File: src/rtl/sobel_gradient_magnitude_defines.svh
// Assertion macros for the Sobel gradient magnitude block.
// Used by the top level only.
`ifndef SOBEL_GRADIENT_MAGNITUDE_DEFINES_SVH
`define SOBEL_GRADIENT_MAGNITUDE_DEFINES_SVH
`ifndef ASSERT_OFF
`define SGM_ASSERT_IMPL(label, clk, rst_n, a, c) \
    label: assert property (@(posedge clk) disable iff (!rst_n) (a) |-> (c)) \
        else $error("assertion failed");
`define SGM_ASSERT_NEXT(label, clk, rst_n, a, c) \
    label: assert property (@(posedge clk) disable iff (!rst_n) (a) |=> (c)) \
        else $error("assertion failed");
`else
`define SGM_ASSERT_IMPL(label, clk, rst_n, a, c)
`define SGM_ASSERT_NEXT(label, clk, rst_n, a, c)
`endif
`endif

File: src/rtl/sgm_pkg.sv
// Package for the Sobel gradient magnitude block: types and constants.
// No dependencies.
`timescale 1ns / 1ps
package sgm_pkg;
    localparam int MAX_WIDTH_DEF = 8192;
    localparam int CFG_IDX_W = 1;
    localparam int CFG_DATA_W = 16;
    localparam logic [CFG_IDX_W-1:0] REG_WIDTH = 1'b0;
    localparam logic [CFG_IDX_W-1:0] REG_HEIGHT = 1'b1;
    localparam int SQ_W = 22;
    localparam int ROOT_STEPS = 11;

    typedef enum logic [2:0] {
        ST_IDLE,
        ST_READ,
        ST_CALC,
        ST_ROOT,
        ST_EDGE,
        ST_OUT
    } t_state;

    typedef struct packed {
        logic restart;
        logic load;
        logic read;
        logic update;
        logic edge_shift;
        logic root_step;
        logic root_init;
    } t_cmd;

    typedef struct packed {
        logic col_zero;
        logic row_ge2;
        logic frame_end;
        logic emit_mid;
        logic mid_done;
        logic root_done;
    } t_status;
endpackage

File: src/rtl/sgm_ctrl.sv
// Controller state machine of the Sobel block.
// Depends on sgm_pkg.
`timescale 1ns / 1ps
module sgm_ctrl (
    input  logic             i_clk,
    input  logic             i_rst_n,
    input  logic             i_in_valid,
    input  logic             i_out_ready,
    input  logic             i_cfg_we,
    input  sgm_pkg::t_status i_status,
    output sgm_pkg::t_cmd    o_cmd,
    output logic             o_in_ready,
    output logic             o_out_valid
);
    sgm_pkg::t_state r_state, n_state;

    always_ff @(posedge i_clk) begin
        if (!i_rst_n) begin
            r_state <= sgm_pkg::ST_IDLE;
        end else begin
            r_state <= n_state;
        end
    end

    always_comb begin
        n_state = r_state;
        unique case (r_state)
            sgm_pkg::ST_IDLE: begin
                if (i_cfg_we) begin
                    n_state = sgm_pkg::ST_IDLE;
                end else if (i_in_valid) begin
                    n_state = sgm_pkg::ST_READ;
                end
            end
            sgm_pkg::ST_READ: begin
                if (i_status.col_zero && i_status.row_ge2) begin
                    n_state = sgm_pkg::ST_EDGE;
                end else begin
                    n_state = sgm_pkg::ST_CALC;
                end
            end
            sgm_pkg::ST_EDGE: n_state = sgm_pkg::ST_ROOT;
            sgm_pkg::ST_CALC: begin
                n_state = i_status.emit_mid ? sgm_pkg::ST_EDGE : sgm_pkg::ST_IDLE;
            end
            sgm_pkg::ST_ROOT: begin
                if (i_status.root_done) begin
                    n_state = sgm_pkg::ST_OUT;
                end
            end
            sgm_pkg::ST_OUT: begin
                if (i_out_ready) begin
                    n_state = (i_status.frame_end || i_status.mid_done) ?
                              sgm_pkg::ST_IDLE : sgm_pkg::ST_CALC;
                end
            end
            default: n_state = sgm_pkg::ST_IDLE;
        endcase
    end

    always_comb begin
        o_cmd = '0;
        o_in_ready = 1'b0;
        o_out_valid = 1'b0;
        o_cmd.restart = i_cfg_we;
        unique case (r_state)
            sgm_pkg::ST_IDLE: begin
                o_in_ready = !i_cfg_we;
                o_cmd.load = i_in_valid && !i_cfg_we;
                o_cmd.read = o_cmd.load;
            end
            sgm_pkg::ST_READ: begin
                o_cmd.edge_shift = i_status.col_zero && i_status.row_ge2;
                o_cmd.root_init = o_cmd.edge_shift;
            end
            sgm_pkg::ST_EDGE: o_cmd.root_init = 1'b1;
            sgm_pkg::ST_CALC: o_cmd.update = 1'b1;
            sgm_pkg::ST_ROOT: o_cmd.root_step = 1'b1;
            sgm_pkg::ST_OUT: o_out_valid = 1'b1;
            default: ;
        endcase
    end
endmodule

File: config.mk
export PLATFORM = sky130hd
export DESIGN_NAME = sgm_ctrl
export DESIGN_NICKNAME = d
export VERILOG_FILES = /design/src/rtl/sobel_gradient_magnitude_defines.svh /design/src/rtl/sgm_pkg.sv /design/src/rtl/sgm_ctrl.sv
export SDC_FILE = /design/constraint.sdc
export NUM_CORES = 1
export LEC_CHECK = 0
export BUFFER_PORTS_ARGS = -buffer_cell sky130_fd_sc_hd__buf_4
export CAP_MARGIN = 20
export CORE_AREA = 3 3 40 42
export CTS_BUF_LIST = sky130_fd_sc_hd__clkbuf_16
export DETAILED_ROUTE_END_ITERATION = 7
export DIE_AREA = 0 0 43 45
export PLACE_DENSITY = 0.46
export REMOVE_ABC_BUFFERS = 1
export SETUP_SLACK_MARGIN = 0.2
export SYNTH_ARGS = -nofsm -noshare
export SYNTH_HDL_FRONTEND = slang
export SYNTH_SLANG_ARGS = --single-unit
File: constraint.sdc
create_clock -name i_clk -period 2.2 [get_ports i_clk]
set_input_delay 0.44 -clock i_clk [delete_from_list [all_inputs] [get_ports i_clk]]
set_output_delay 0.44 -clock i_clk [all_outputs]
set_load 0.01 [all_outputs]
==> key figures <==
Logic synthesis
  • Synthesized instance count: 37
  • Post-synthesis instance area: about 300 µm²
  • Adder-Cell Fraction of Synth Area: 0
  • Synthesis-stage register bit count: 3
  • Post-synthesis compound-gate area fraction: 0.269
  • Sequential area share after synthesis: 0.202
  • Yosys cell types: 27
  • XOR/XNOR share of the synthesized area: 0
  • Synthesized area per cell: between 8 and 9 µm²
  • Post-synthesis simple-gate area fraction: 0.361
  • Largest family of logic cells by synthesized area: simple AND/OR/NAND/NOR gates
  • Mux contribution to synthesized area: 0
  • Yosys warns: 0

Placement
  • Port Buffers: 19
  • Dpl cell area: 424 µm²
  • Pre-CTS setup slack: 0.607 ns
  • Dpl cells: 66
  • Gpl congestion: roughly 0.68

Clocking
  • Reg clk slew, reported paths: 0.03 ns
  • Root Driver: clkbuf_16
  • Cts hold-fix bufs: 0
  • H-tree depth: 1
  • Postcts setup bufs: 0
  • Worst-Skew Late Latency: approximately 0.22 ns
  • CTS tree: built
  • Clock buffer depth: 2
  • CTS buffer count: 3
  • Post-CTS sizing: 0
  • Clk sinks: 3

Detailed routing
  • Pre-Repair DR Iteration Count: 4
  • Final wirelength: 776 µm
  • Post-route ant nets: 0
  • Vias/cell: roughly 4.7
  • # DRC: 0
  • Initial drt markers: 12
  • Via count: 327
  • WL per Instance: about 11 µm

Cells and area
  • Max reg flops: 3
  • Post-Layout Inst Area: 503 µm²
  • Fin util: 0.391
  • P&R area growth vs syn: 68.9%
  • # diodes: 0
  • Fillers: approximately 140
  • Largest regs: r_state: 3 flops
  • Layout cells sized above 1: 0.509
  • Biggest register: r_state
  • Layout net count: 67
  • Finished Layout Cells: 70

STA
  • Tcrit/Tclk final: 0.828
  • Max-slew violation count: 0
  • RSZ-0062 raised after global routing: no
  • Setup TNS: 0 ns
  • Final Critical Period: 1.82 ns
  • Final hold slack: just under 0.5 ns
  • Final Hold Viols: 0
  • Slew headroom: 0.743
  • Worst setup margin: between 0.3 and 0.4 ns
  • Max Clock Freq: ~550 MHz
  • Worst Skew: about 0.0012 ns
  • Worst-Margin Slew: 0.384 ns
  • Final setup viols: 0

Power
  • Pleak: between 0.2 and 0.25 nW
  • Overall power: 0.402 mW
  • Power density over the cells: 800 mW/mm²
  • Max rail drop VDD: 0.000336 V

Floorplan
  • Die ar.: 0.00194 mm²
  • Starting Density: 0.232
  • Core ar.: 0.00128 mm²
  • Die W: ~43 µm
  • I/O pin cnt: 20
  • Die H: about 45 µm
  • Cell Rows: 13

Setup path
  • Worst path required time: around 1.8 ns
  • WS Path Type: register to primary output
  • Worst EP arrival: 1.38 ns
  • Largest stage delay, worst path: roughly 0.54 ns
  • Setup crit end kind: primary output
  • CP Max Fanout: 12
  • Critical path's slowest cell: dfxtp_1
  • Worst path cell trace: inv_2, nor4_2, a21o_1, buf_4
  • Crit path launch type: register

Global routing
  • GRT Residual Overflow: 0
  • Initial antenna violation count: 0
  • GRT Overall Usage: 0.0973
  • Largest net degree at the start of global routing: 13
  • Number of global-route vias before repair: between 300 and 400
  • First-pass GRT wire length: between 1 and 1.5 mm

Status
  • Status: finished clean

Job
  • Max-cap viol count: 0

Min path
  • Hold crit path type: input port to register
[kinds of logic after synthesis]
| logic type | count (synthesis) |
|---|---|
| compound gates | 11 |
| buf+inv | 9 |
| flops | 3 |
| simple gates | 14 |
[path summary, 6_finish.rpt]
path | startpoint | end | slack (ns) | cells past startpoint
max | r_state[0] | o_cmd[0] | 0.38 | 4
min | i_rst_n | r_state[1] | 0.48 | 3
max reg2reg | r_state[0] | r_state[2] | 0.84 | 3
min reg2reg | r_state[2] | r_state[1] | 0.67 | 2
[where the power goes]
part	total, mW	leakage, nW	switching, mW	internal, mW
Sequential	0.0650	0.0244	0.00761	0.0574
Clock	0.284	0.0423	0.0501	0.234
Combinational	0.0529	0.174	0.0212	0.0317
[cell type report]
type	count	area, µm²	share of cell area
well taps	15	18.8	0.0373
clock inverters	1	3.75	0.00746
repair buffers	19	143	0.284
inverters	4	15.0	0.0299
flip-flops and latches	3	60.1	0.119
clock buffers	3	75.1	0.149
multi-input cells	25	188	0.373
[cells in the final DEF, fill, tap and decap left out, drive strengths merged]
| master | instances |
|---|---|
| a21o | 1 |
| a21oi | 2 |
| a221o | 1 |
| a31oi | 1 |
| and2 | 1 |
| and3 | 1 |
| and3b | 1 |
| buf | 19 |
| clkbuf | 3 |
| dfxtp | 3 |
| inv | 5 |
| nand2 | 2 |
| nand2b | 2 |
| nand3b | 1 |
| nand4b | 1 |
| nor2 | 1 |
| nor2b | 1 |
| nor3 | 1 |
| nor4 | 2 |
| o211ai | 1 |
| o21ai | 1 |
| o221ai | 1 |
| o311a | 1 |
| o31ai | 2 |
[cell usage after synthesis]
| master | number | area (µm²) |
|---|---|---|
| and2_2 | 1 | 7.51 |
| buf_2 | 1 | 5.00 |
| nand3b_1 | 1 | 7.51 |
| a21o_1 | 1 | 7.51 |
| dfxtp_1 | 3 | 60.1 |
| nor2b_4 | 1 | 13.8 |
| nand4b_1 | 1 | 8.76 |
| o221ai_1 | 1 | 8.76 |
| a221o_1 | 1 | 10.0 |
| a21oi_1 | 2 | 10.0 |
| buf_4 | 2 | 15.0 |
| nand2b_1 | 2 | 12.5 |
| o211ai_1 | 1 | 7.51 |
| and3b_2 | 1 | 10.0 |
| nor2_1 | 1 | 3.75 |
| o311a_1 | 1 | 10.0 |
| inv_2 | 1 | 3.75 |
| clkbuf_1 | 1 | 3.75 |
| inv_1 | 3 | 11.3 |
| buf_6 | 1 | 11.3 |
| and3_1 | 1 | 6.26 |
| nand2_1 | 2 | 7.51 |
| a31oi_1 | 1 | 6.26 |
| o31ai_1 | 2 | 15.0 |
| o21ai_0 | 1 | 5.00 |
| nor4_2 | 2 | 25.0 |
| nor3_1 | 1 | 5.00 |
[layer usage]
layer  track usage  vias up  wire [µm]
met4        0.0542        0          0
met3        0.0677        0         71
met1         0.108      148        293
li1              -      168          -
met2         0.138       11        411
met5             0        -          0
[worst max-delay path: cells and delay by family, from the launching register on]
kind            cells  cell delay (ns)
simple gates        1             0.30
flops               1             0.54
buf+inv             2             0.21
compound gates      1             0.12
Note: power is estimated with default switching activity, not from simulation.
